File: config.mk
export PLATFORM = sky130hd
export DESIGN_NAME = selective_repeat_sender_window
export DESIGN_NICKNAME = d
export VERILOG_FILES = /design/src/hdl/srsw_pkg.sv /design/src/hdl/srsw_csr.sv /design/src/hdl/srsw_front.sv /design/src/hdl/srsw_back.sv /design/src/hdl/selective_repeat_sender_window.sv
export SDC_FILE = /design/constraint.sdc
export NUM_CORES = 1
export LEC_CHECK = 0
export BUFFER_PORTS_ARGS = -buffer_cell sky130_fd_sc_hd__buf_4
export CAP_MARGIN = 20
export CORE_MARGIN = 2
export CORE_UTILIZATION = 55
export CTS_CLUSTER_DIAMETER = 30
export DETAILED_ROUTE_END_ITERATION = 7
export PLACE_DENSITY_LB_ADDON = 0.1
export REMOVE_ABC_BUFFERS = 1
export SETUP_SLACK_MARGIN = 0.3
export SLEW_MARGIN = 0
export SYNTH_ARGS = -nofsm -noshare
export SYNTH_HDL_FRONTEND = slang
export SYNTH_SLANG_ARGS = --single-unit
File: constraint.sdc
create_clock -name clock -period 8.1 [get_ports clock]
set_clock_uncertainty 0.2 [all_clocks]
set_input_delay 0 -clock clock [delete_from_list [all_inputs] [get_ports clock]]
set_output_delay 0 -clock clock [all_outputs]
set_load 0.05 [all_outputs]
File: src/hdl/srsw_pkg.sv
// srsw_pkg: shared types, constants and helpers of the selective repeat sender window
// no dependencies; imported by every module of the block
`timescale 1ns / 1ps
package srsw_pkg;

   localparam int WINDOW_SIZE = 4;
   localparam int MAX_PACKETS = 256;

   localparam int CFG_W = 9;                          // packet_count register width
   localparam int SEQ_W = 8;                          // ack_seq / send_seq width
   localparam int CNT_W = $clog2(MAX_PACKETS + 1);    // base, round end, effective count
   localparam int IDX_W = $clog2(MAX_PACKETS);        // acked store index
   localparam int SUM_W = CNT_W + $clog2(WINDOW_SIZE + 1) + 1;

   // request classes passed from front to back
   localparam int OP_W = 2;
   localparam logic [OP_W-1:0] OP_ROUND = 2'd0;
   localparam logic [OP_W-1:0] OP_ACK   = 2'd1;
   localparam logic [OP_W-1:0] OP_BAD   = 2'd2;

   typedef struct packed {
      logic [OP_W-1:0]  op;
      logic [SEQ_W-1:0] ack_seq;
   } queue_entry_type;

   // packet count clipped at the store depth
   function automatic logic [CNT_W-1:0] eff_count(input logic [CFG_W-1:0] count);
      if (32'(count) > MAX_PACKETS) begin
         return CNT_W'(MAX_PACKETS);
      end
      return CNT_W'(count);
   endfunction

endpackage

File: src/hdl/srsw_csr.sv
// srsw_csr: apb-style register port holding packet_count
// depends on srsw_pkg
`timescale 1ns / 1ps
module srsw_csr (
   input  logic                        clock,
   input  logic                        reset,
   input  logic                        csr_psel,
   input  logic                        csr_penable,
   input  logic                        csr_pwrite,
   input  logic [2:0]                  csr_paddr,
   input  logic [31:0]                 csr_pwdata,
   output logic [31:0]                 csr_prdata,
   output logic                        csr_pready,
   output logic [srsw_pkg::CNT_W-1:0]  n_eff
);
   import srsw_pkg::*;

   logic [CFG_W-1:0] count_ff;
   logic [CFG_W-1:0] count_in;
   logic             wr_en;

   assign csr_pready = 1'b1;
   assign wr_en = csr_psel && csr_penable && csr_pwrite && (csr_paddr[2] == 1'b0);

   always_comb begin
      count_in = count_ff;
      if (wr_en) begin
         count_in = csr_pwdata[CFG_W-1:0];
      end
   end

   always_ff @(posedge clock) begin
      if (reset) begin
         count_ff <= '0;
      end else begin
         count_ff <= count_in;
      end
   end

   assign csr_prdata = (csr_paddr[2] == 1'b0) ? {{(32-CFG_W){1'b0}}, count_ff} : 32'd0;
   assign n_eff = eff_count(count_ff);

endmodule

File: src/hdl/srsw_front.sv
// srsw_front: accepts requests, classifies them and queues them for the back end
// depends on srsw_pkg
`timescale 1ns / 1ps
module srsw_front (
   input  logic                         clock,
   input  logic                         reset,
   input  logic                         req_valid,
   output logic                         req_stall,
   input  logic                         req_func,
   input  logic [srsw_pkg::SEQ_W-1:0]   req_ack_seq,
   input  logic [srsw_pkg::CNT_W-1:0]   n_eff,
   output logic                         q_valid,
   output srsw_pkg::queue_entry_type    q_entry,
   input  logic                         q_pop
);
   import srsw_pkg::*;

   queue_entry_type slot_ff [2];
   queue_entry_type new_entry;
   logic            wr_ptr_ff, wr_ptr_in;
   logic            rd_ptr_ff, rd_ptr_in;
   logic [1:0]      fill_ff, fill_in;
   logic            push;
   logic            pop;

   // classify: round event, good ack, or ack beyond the packet count
   always_comb begin
      new_entry.ack_seq = req_ack_seq;
      if (!req_func) begin
         new_entry.op = OP_ROUND;
      end else if (32'(req_ack_seq) >= 32'(n_eff)) begin
         new_entry.op = OP_BAD;
      end else begin
         new_entry.op = OP_ACK;
      end
   end

   assign req_stall = (fill_ff == 2'd2);
   assign push      = req_valid && !req_stall;
   assign pop       = q_pop && (fill_ff != 2'd0);
   assign q_valid   = (fill_ff != 2'd0);
   assign q_entry   = slot_ff[rd_ptr_ff];

   always_comb begin
      wr_ptr_in = wr_ptr_ff ^ push;
      rd_ptr_in = rd_ptr_ff ^ pop;
      fill_in   = fill_ff + {1'b0, push} - {1'b0, pop};
   end

   always_ff @(posedge clock) begin
      if (reset) begin
         wr_ptr_ff <= 1'b0;
         rd_ptr_ff <= 1'b0;
         fill_ff   <= 2'd0;
      end else begin
         wr_ptr_ff <= wr_ptr_in;
         rd_ptr_ff <= rd_ptr_in;
         fill_ff   <= fill_in;
      end
   end

   always_ff @(posedge clock) begin
      if (push) begin
         slot_ff[wr_ptr_ff] <= new_entry;
      end
   end

endmodule

File: src/hdl/srsw_back.sv
// srsw_back: window state, acked store, base slide, round scan and result register
// depends on srsw_pkg
`timescale 1ns / 1ps
module srsw_back (
   input  logic                         clock,
   input  logic                         reset,
   input  logic [srsw_pkg::CNT_W-1:0]   n_eff,
   input  logic                         q_valid,
   input  srsw_pkg::queue_entry_type    q_entry,
   output logic                         q_pop,
   output logic                         rsp_valid,
   input  logic                         rsp_stall,
   output logic                         rsp_send_valid,
   output logic [srsw_pkg::SEQ_W-1:0]   rsp_send_seq,
   output logic                         rsp_is_last,
   output logic                         rsp_all_done,
   output logic                         rsp_bad_ack
);
   import srsw_pkg::*;

   localparam logic [2:0] ST_IDLE   = 3'd0;
   localparam logic [2:0] ST_SLIDE  = 3'd1;
   localparam logic [2:0] ST_ROUND  = 3'd2;
   localparam logic [2:0] ST_SCAN   = 3'd3;
   localparam logic [2:0] ST_NONE   = 3'd4;
   localparam logic [2:0] ST_CLEAR  = 3'd5;
   localparam logic [2:0] ST_LOOKUP = 3'd6;

   logic [2:0]             state_ff, state_in;
   logic [CNT_W-1:0]       base_ff, base_in;
   logic [CNT_W-1:0]       rend_ff, rend_in;
   logic [CNT_W-1:0]       scan_ff, scan_in;
   logic                   hold_ff, hold_in;
   logic [CNT_W-1:0]       hold_seq_ff, hold_seq_in;
   logic                   bad_ff, bad_in;
   logic [IDX_W-1:0]       clr_ff, clr_in;

   // acked store, one read and one write a cycle, read data registered
   logic                   acked_mem [MAX_PACKETS];
   logic                   acked_rd_ff;
   logic [IDX_W-1:0]       rd_addr;
   logic                   mem_wr;
   logic [IDX_W-1:0]       mem_wr_addr;
   logic                   mem_wr_data;

   logic                   rsp_valid_ff, rsp_valid_in;
   logic                   rsp_sv_ff, rsp_last_ff, rsp_done_ff, rsp_bad_ff;
   logic [SEQ_W-1:0]       rsp_seq_ff;

   logic                   out_free;
   logic                   emit;
   logic                   emit_sv;
   logic                   emit_last;
   logic [CNT_W-1:0]       emit_seq;
   logic [SUM_W-1:0]       end_sum;
   logic [CNT_W-1:0]       round_stop;

   assign out_free   = !rsp_valid_ff || !rsp_stall;
   assign end_sum    = SUM_W'(base_ff) + SUM_W'(WINDOW_SIZE);
   assign round_stop = (end_sum > SUM_W'(n_eff)) ? n_eff : CNT_W'(end_sum);

   always_comb begin
      state_in    = state_ff;
      base_in     = base_ff;
      rend_in     = rend_ff;
      scan_in     = scan_ff;
      hold_in     = hold_ff;
      hold_seq_in = hold_seq_ff;
      bad_in      = bad_ff;
      clr_in      = clr_ff;
      rd_addr     = '0;
      mem_wr      = 1'b0;
      mem_wr_addr = '0;
      mem_wr_data = 1'b0;
      q_pop       = 1'b0;
      emit        = 1'b0;
      emit_sv     = 1'b0;
      emit_last   = 1'b0;
      emit_seq    = '0;
      case (state_ff)
         ST_CLEAR: begin
            // clears the acked store entry by entry after reset
            mem_wr      = 1'b1;
            mem_wr_addr = clr_ff;
            mem_wr_data = 1'b0;
            clr_in      = clr_ff + 1'b1;
            if (clr_ff == IDX_W'(MAX_PACKETS - 1)) begin
               state_in = ST_IDLE;
            end
         end
         ST_IDLE: begin
            if (q_valid) begin
               q_pop  = 1'b1;
               bad_in = 1'b0;
               case (q_entry.op)
                  OP_ROUND: begin
                     state_in = ST_ROUND;
                  end
                  OP_ACK: begin
                     mem_wr      = 1'b1;
                     mem_wr_addr = IDX_W'(q_entry.ack_seq);
                     mem_wr_data = 1'b1;
                     state_in    = ST_LOOKUP;
                  end
                  default: begin
                     bad_in   = 1'b1;
                     state_in = ST_NONE;
                  end
               endcase
            end
         end
         ST_LOOKUP: begin
            rd_addr  = base_ff[IDX_W-1:0];
            state_in = ST_SLIDE;
         end
         ST_SLIDE: begin
            // read data belongs to the current base
            if ((base_ff < n_eff) && acked_rd_ff) begin
               base_in = base_ff + 1'b1;
               rd_addr = base_in[IDX_W-1:0];
            end else if (base_ff >= rend_ff) begin
               state_in = ST_ROUND;
            end else begin
               state_in = ST_NONE;
            end
         end
         ST_ROUND: begin
            if (base_ff >= n_eff) begin
               state_in = ST_NONE;
            end else begin
               rend_in  = round_stop;
               scan_in  = base_ff;
               hold_in  = 1'b0;
               rd_addr  = base_ff[IDX_W-1:0];
               state_in = ST_SCAN;
            end
         end
         ST_SCAN: begin
            // read data belongs to the current scan slot
            if (scan_ff < rend_ff) begin
               if (acked_rd_ff) begin
                  scan_in = scan_ff + 1'b1;
               end else if (!hold_ff || out_free) begin
                  // the held packet is known not to be last once another is found
                  emit        = hold_ff;
                  emit_sv     = 1'b1;
                  emit_seq    = hold_seq_ff;
                  hold_in     = 1'b1;
                  hold_seq_in = scan_ff;
                  scan_in     = scan_ff + 1'b1;
               end
               rd_addr = scan_in[IDX_W-1:0];
            end else if (out_free) begin
               emit      = 1'b1;
               emit_sv   = hold_ff;
               emit_seq  = hold_ff ? hold_seq_ff : '0;
               emit_last = 1'b1;
               state_in  = ST_IDLE;
            end
         end
         ST_NONE: begin
            if (out_free) begin
               emit      = 1'b1;
               emit_last = 1'b1;
               state_in  = ST_IDLE;
            end
         end
         default: begin
            state_in = ST_IDLE;
         end
      endcase
   end

   always_comb begin
      if (emit) begin
         rsp_valid_in = 1'b1;
      end else if (rsp_stall) begin
         rsp_valid_in = rsp_valid_ff;
      end else begin
         rsp_valid_in = 1'b0;
      end
   end

   always_ff @(posedge clock) begin
      if (reset) begin
         state_ff     <= ST_CLEAR;
         base_ff      <= '0;
         rend_ff      <= '0;
         clr_ff       <= '0;
         hold_ff      <= 1'b0;
         bad_ff       <= 1'b0;
         rsp_valid_ff <= 1'b0;
      end else begin
         state_ff     <= state_in;
         base_ff      <= base_in;
         rend_ff      <= rend_in;
         clr_ff       <= clr_in;
         hold_ff      <= hold_in;
         bad_ff       <= bad_in;
         rsp_valid_ff <= rsp_valid_in;
      end
   end

   always_ff @(posedge clock) begin
      if (mem_wr) begin
         acked_mem[mem_wr_addr] <= mem_wr_data;
      end
      acked_rd_ff <= acked_mem[rd_addr];
   end

   always_ff @(posedge clock) begin
      scan_ff     <= scan_in;
      hold_seq_ff <= hold_seq_in;
      if (emit) begin
         rsp_sv_ff   <= emit_sv;
         rsp_seq_ff  <= SEQ_W'(emit_seq);
         rsp_last_ff <= emit_last;
         rsp_done_ff <= (base_ff >= n_eff);
         rsp_bad_ff  <= bad_ff;
      end
   end

   assign rsp_valid      = rsp_valid_ff;
   assign rsp_send_valid = rsp_sv_ff;
   assign rsp_send_seq   = rsp_seq_ff;
   assign rsp_is_last    = rsp_last_ff;
   assign rsp_all_done   = rsp_done_ff;
   assign rsp_bad_ack    = rsp_bad_ff;

endmodule

File: src/hdl/selective_repeat_sender_window.sv
// a round request scans the window slot by slot from the base up to the round end; an ack
// marks the store, slides the base over each acked packet in turn, then runs a round when
// the base reaches or passes the round end
// throughput: one request at a time in the back end, set by the scan and slide loops
// reset: synchronous, clears window base, round end and packet_count at once, then a
// pass clears the acked store entry by entry; requests beyond the two-entry queue stall meanwhile
`timescale 1ns / 1ps
module selective_repeat_sender_window (
   input  logic                        clock,
   input  logic                        reset,
   // request channel
   input  logic                        req_valid,
   output logic                        req_stall,
   input  logic                        req_func,
   input  logic [srsw_pkg::SEQ_W-1:0]  req_ack_seq,
   // result channel
   output logic                        rsp_valid,
   input  logic                        rsp_stall,
   output logic                        rsp_send_valid,
   output logic [srsw_pkg::SEQ_W-1:0]  rsp_send_seq,
   output logic                        rsp_is_last,
   output logic                        rsp_all_done,
   output logic                        rsp_bad_ack,
   // register port
   input  logic                        csr_psel,
   input  logic                        csr_penable,
   input  logic                        csr_pwrite,
   input  logic [2:0]                  csr_paddr,
   input  logic [31:0]                 csr_pwdata,
   output logic [31:0]                 csr_prdata,
   output logic                        csr_pready
);
   import srsw_pkg::*;

   // effective packet count, clipped at the store depth
   logic [CNT_W-1:0] n_eff;

   // queue between front and back
   logic             q_valid;
   queue_entry_type  q_entry;
   logic             q_pop;

   // packet_count register
   srsw_csr u_csr (
      .clock       (clock),
      .reset       (reset),
      .csr_psel    (csr_psel),
      .csr_penable (csr_penable),
      .csr_pwrite  (csr_pwrite),
      .csr_paddr   (csr_paddr),
      .csr_pwdata  (csr_pwdata),
      .csr_prdata  (csr_prdata),
      .csr_pready  (csr_pready),
      .n_eff       (n_eff)
   );

   // front: takes requests, flags bad acks, buffers up to two requests
   srsw_front u_front (
      .clock       (clock),
      .reset       (reset),
      .req_valid   (req_valid),
      .req_stall   (req_stall),
      .req_func    (req_func),
      .req_ack_seq (req_ack_seq),
      .n_eff       (n_eff),
      .q_valid     (q_valid),
      .q_entry     (q_entry),
      .q_pop       (q_pop)
   );

   // back: marks acks, slides the base one packet a cycle, scans the round
   // one slot a cycle unless a stalled result channel holds it, and drives the registered result
   srsw_back u_back (
      .clock          (clock),
      .reset          (reset),
      .n_eff          (n_eff),
      .q_valid        (q_valid),
      .q_entry        (q_entry),
      .q_pop          (q_pop),
      .rsp_valid      (rsp_valid),
      .rsp_stall      (rsp_stall),
      .rsp_send_valid (rsp_send_valid),
      .rsp_send_seq   (rsp_send_seq),
      .rsp_is_last    (rsp_is_last),
      .rsp_all_done   (rsp_all_done),
      .rsp_bad_ack    (rsp_bad_ack)
   );

endmodule
[Word-level counts from Yosys, hierarchy flattened]
Memory sizes are Yosys's and may differ from the RTL's. A register that Yosys moved wholly into a read port is not among the register bits.
Cells that the tools add are included.
Storage, ports and cells
  flip-flop bits (word level): 74
  RAM bits: 276
  input bits: 51
  output and inout bits: 47
  memories kept: 2
Cells by class
  $add $sub $neg: 6
  $lt $le $gt $ge: 7
  equality and inequality tests: 19
  multiplexer cells: 63
  bitwise operators: 5
  reductions and logical operators: 25
Memories
  u_back.acked_mem: depth 256, bits a word 1, read ports 1, clocked after Yosys merged registers in 1, wr ports 1, RTL line srsw_back.sv:39  | logic acked_mem [MAX_PACKETS];
  u_front.slot_ff: depth 2, bits a word 10, read ports 1, clocked after Yosys merged registers in 1, wr ports 1, RTL line srsw_front.sv:18  | queue_entry_type slot_ff [2];
Operator list (count)
  $mux W8: 10
  $mux W9: 8
  $pmux W8 S4: 1
  $mux W1: 27
  $mux W3: 7
  $pmux W3 S7: 1
  $add A9 B1 Y9 const B: 2
  $ge A9 B9 Y1: 2
  $lt A9 B9 Y1: 2
  $pmux W9 S2: 1
  $pmux W8 S2: 1
  $gt A13 B9 Y1: 1
  $reduce_and A4 Y1: 3
  $add A9 B3 Y10 const B: 1
  $ne A2 B2 Y1 const B: 5
  $eq A3 B3 Y1 const B: 3
  $ge A8 B9 Y1: 1
  $gt A9 B9 Y1 const B: 1
  $add A8 B1 Y8 const B: 1
  $eq A8 B8 Y1 const B: 1
  $ne A2 B1 Y1 const B: 4
  $pmux W1 S2: 4
  $eq A3 B2 Y1 const B: 2
  $logic_and A1 B1 Y1: 6
  other kinds (19): 30

[Longest topological paths before layout]
  word-level depth: 8
  depth in mapped cells: 20
  depth with buffers taken out: 15

[Cells and area by module]
Synthesis repeated with hierarchy kept, for this count alone.
Unflattened totals
  cell total of the unflattened synthesis: 1657
  area total of the unflattened synthesis: 17699.5 um^2
By module, submodules not included
  srsw_back: instances 1, cells each 1489, area an instance 15812.7 um^2, sequential area each 9218.8 um^2
  srsw_front: instances 1, cells each 84, area an instance 1154.9 um^2, sequential area each 680.7 um^2
  srsw_csr: instances 1, cells each 84, area an instance 732.0 um^2, sequential area each 180.2 um^2

[Worst setup path after synthesis]
OpenSTA, ideal clock, no wires.
  path kind: flip-flop to flip-flop
  from: register u_back.state_ff[1]
  to: memory u_back.acked_mem[224] (enable)
  library setup time: 0.300 ns
  arrival: 5.093 ns
  path slack: 2.507 ns
  cell stages (with the launch flop): 11
  buffers on the path: 3
  path through: dfxtp_1 > buf_2 > nor2_1 > o21ai_0 > nor2_1 > nand2_1 > clkbuf_1 > inv_1 > o211ai_1 > clkbuf_1 > nor2_1
Between the ends
  cells in the longest elaborated chain, start to end: 4
RTL lines
  from (decl): RTL line srsw_back.sv:29  | logic [2:0] state_ff, state_in;
  from (signal assigned): RTL line srsw_back.sv:194  | state_ff <= state_in;
  $eq A3 B3 Y1 or $logic_not A3 Y1 (tied branches): RTL line srsw_back.sv:80  | case (state_ff)
  $pmux W1 S2: RTL line srsw_back.sv:80
  $mux W1: RTL line srsw_back.sv:205  | if (mem_wr) begin
  $mux W1 (not written as such): RTL line srsw_back.sv:206  | acked_mem[mem_wr_addr] <= mem_wr_data;
  to (decl): RTL line srsw_back.sv:39
Several ways; a longest one is shown, not always the timed one.

[Worst setup path after layout]
  from: register u_csr.count_ff[8]
  to: register u_back.acked_rd_ff (read register of u_back.acked_mem)
Between the ends
  cells in the longest elaborated chain, start to end: 7
RTL lines
  from (decl): RTL line srsw_csr.sv:18  | logic [CFG_W-1:0] count_ff;
  from (signal assigned): RTL line srsw_csr.sv:36  | count_ff <= count_in;
  $gt A9 B9 Y1: RTL line srsw_pkg.sv:28  | if (32'(count) > MAX_PACKETS) begin
  $mux W1: RTL line srsw_pkg.sv:28
  $mux W9 (*): RTL line srsw_pkg.sv:31  | return CNT_W'(count);
  $lt A9 B9 Y1: RTL line srsw_back.sv:118  | if ((base_ff < n_eff) && acked_rd_ff) begin
  $logic_and A1 B1 Y1: RTL line srsw_back.sv:118
  $mux W8: RTL line srsw_back.sv:118
  $pmux W8 S4 (*): RTL line srsw_back.sv:80
  to (decl): RTL line srsw_back.sv:40  | logic acked_rd_ff;
Every way passes the cells marked *; elsewhere a longest branch is shown, timed or not.
A chain may end at the register's enable or synchronous reset.

==> results.yml <==
floorplan:
  die_area_sq_mm: 0.03311
  start_util_pct: 55.48
  fp.dieW_microns: 182.0
  io_pins: 98
  coreArea_sq_mm: 0.03139
  die_h_microns: 182.0
  row_count: 65
critical_path:
  regToRegStartpoint: "u_csr.count_ff[8]"
  timing.rr.end: "u_back.acked_rd_ff"
  crit_start: "u_csr.count_ff[8]"
  r2r_cells: 15
  cp.arrival_ns: 5.67
  critical_path.max_fanout: 23
  r2r_slack_ns: 2.68
  end_kind: "flip-flop"
  worst_setup_path_start_kind: "flip-flop"
  cp.required_ns: 8.36
  crit_type: "flip-flop to flip-flop"
clocking:
  numCtsBuffers: 79
  cts_sinks: 351
  cts_buffer_depth: 3
  insertion_delay_ns: 0.58
  cts_tree: "yes"
  clk_pin_slew_ns: 0.05
  root_buffer: "clkbuf_16"
  cts_resized: 0
  htree_levels: 3
  post_cts_buffers: 0
route:
  via_count: 13250
  final_antenna_net_count: 0
  first_pass_iters: 5
  drc: 0
  drt-vias-per-instance: 5.867
  drt_wl_total_microns: 46530
  drt_first_iter_violations: 1333
  avgRoutedWirePerCell_microns: 20.60
placed_design:
  portBuffers: 48
  dp_hpwl_microns: 26460
  place_area_sq_mm: 0.01782
  place_congestion: 0.8490
sta:
  tightest_slew_ns: 1.146
  fin_setup_tns_ns: 0
  slew_headroom_pct: 23.44
  slew_viol_final: 0
  final.min_clock_period_ns: 5.417
  setup_viol_count_final: 0
  hold_viol: 0
  fin_crit_sh_pct: 66.87
  rsz0062_at_grt: "false"
  max_freq_mhz: 184.6
synth:
  synth_top_cell_by_area: "edfxtp_1"
  yosys.area.top_type_share_pct: 52.59
  ys.flop_type: "edfxtp_1"
  synth_area_leaders: "edfxtp_1, nor2_1, nand2_1, dfxtp_1, ha_1"
  ys_seq_elements: 351
  ys_warn_count: 0
  synth_edf_count: 305
  ys_types: 77
  syn-cell-area_sq_mm: 0.01742
  syn_area_per_cell_sq_um: 10.23
  syn_inst: 1703
  synth_seq_area_share_pct: 57.87
  async_reset_ff_share_pct: 0
final_layout:
  drive_above_1_share_pct: 12.33
  antenna_cells: 0
  area_growth_pct: 21.02
  fillers: 2445
  postLayoutCellArea_sq_mm: 0.02108
  nets: 1891
global_route:
  grt_pass1_wl_microns: 71420
  antenna_found_initial: 0
  grt_overflow_total: 0
  grt_max_degree: 131
  first_global_vias: 12950
  track_usage_pct: 28.15
hold_path:
  holdPathEnd: "u_front.slot_ff[0][9]"
  min_from: "req_func"
  min_path_type: "primary input to flip-flop"
  hold_depth: 3
status:
  outcome: "finished clean"
pwr:
  p_total_mw: 6.063
  ir_drop_mv: 0.2302
  p_leak_nw: 7.649
  power_density_mw_per_mm2: 287.6
flow_run:
  drv_cap: 0
-- cell usage after synthesis, drive strengths merged, types with 6 or more instances --
cell type and n:
a211oi 13, a21o 12, a21oi 85, a221oi 12, a22oi 8, a31oi 11
a32oi 10, and2 10, and3 9, buf 69, clkbuf 61, dfxtp 46
edfxtp 305, ha 49, inv 26, mux2i 35, nand2 292, nand2b 11
nand3 71, nand4 26, nor2 342, nor2b 24, nor3 23, nor4 6
o21a 15, o21ai 41, o31ai 7, xnor2 16, xor2 15
-- kinds of logic after synthesis --
kind of cell / after synthesis / synth area share (%)
AO/OA/AOI/OAI: 248 / 9.598
XOR/XNOR: 31 / 1.559
adder cells (fa/ha/maj): 49 / 3.520
buffers and inverters: 157 / 4.590
flip-flops: 351 / 57.87
multiplexers: 36 / 2.076
other: 2 / 0.04312
AND/OR/NAND/NOR: 829 / 20.74
-- worst max-delay path: stages (launching register included) --
cell	delay, ns
dfxtp_1	0.48
clkinv_1	0.31
nand2_1	0.30
ha_1	0.32
nor2b_1	0.13
o211ai_1	0.13
a21oi_1	0.46
o32ai_1	0.27
a22o_2	0.54
nor2_1	0.92
nand2_1	0.12
o221ai_1	0.21
o21ai_1	0.10
or4_1	0.55
o22ai_1	0.19
nor4_2	0.07
-- worst max-delay path by stage --
stage and end:
2_1_floorplan u_back.acked_mem[128], 3_3_place_gp u_back.acked_rd_ff, 3_5_place_dp u_back.acked_rd_ff, 4_1_cts u_back.acked_rd_ff
5_1_grt u_back.acked_rd_ff, 6_report u_back.acked_rd_ff
-- final cells by class --
type / instances / area (sq um) / share of cell area, %
multi-input cells: 1217 / 6655 / 31.57
clock inverters: 56 / 613.1 / 2.909
repair buffers: 115 / 1046 / 4.963
inverters: 27 / 106.4 / 0.5046
flip-flops and latches: 351 / 10080 / 47.82
well taps: 402 / 503.0 / 2.386
clock buffers: 91 / 2074 / 9.842
-- per-stage QoR --
stage | hold WS [ns] | cells | setup slack (ns) | util [%]
global placement | -0.0007940 | 2060 | 2.702 | 56.76
finish | 0.1042 | 2259 | 2.683 | 67.14
CTS | 0.08621 | 2256 | 2.725 | 66.88
floorplan | -0.1333 | 1595 | 2.318 | -
detailed placement | 0.001397 | 2060 | 2.745 | 56.76
global route | 0.1173 | 2259 | 2.346 | 67.14
-- placed cells by master (no fill, tap or decap), drive strengths merged, types with 12 or more instances in the layout --
cell type and n:
edfxtp 305, a21o 12, a211oi 13, nor2b 24
conb 24, mux2i 35, nand2 292, nand3 71
o21a 15, clkinv 24, nor3 23, nor2 342
clkinvlp 14, dlygate4sd3 49, inv 34, ha 49
clkbuf 91, xnor2 16, o21ai 41, a221oi 12
xor2 15, dfxtp 46, a21oi 85, nand4 26
buf 66
-- layer usage --
metal  routed length, microns  vias to the layer above  track usage, %
li1                         -                     6193               -
met1                    18890                     6445           35.85
met2                    22800                      530           47.20
met3                     3482                       85           5.616
met4                     1357                        0           11.87
met5                        0                        -               0
-- timing repair --
action | 4_1_cts | 5_1_grt
hold buffers | 49 | 0
endpoints found under the setup margin | 0 | 0
hold endpoints to repair | 88 | 0
-- state kept, by name, indices dropped and copies added (netlist names), 2 cells and up --
register,flops
u_back.hold_seq_ff,8
u_back.rsp_send_seq,8
u_front.fill_ff,2
u_back.rend_ff,9
u_front.slot_ff,20
u_back.acked_mem,256
u_back.scan_ff,9
u_back.base_ff,9
u_back.clr_ff,8
u_csr.count_ff,9
u_back.state_ff,3
-- power breakdown --
part	switching, mW	internal (mW)	leakage [nW]
clock network	1.01	2.18	1.27
registers	0.0671	2.06	3.50
logic	0.520	0.220	2.88
No activity file was read; power rests on OpenSTA's default activity.
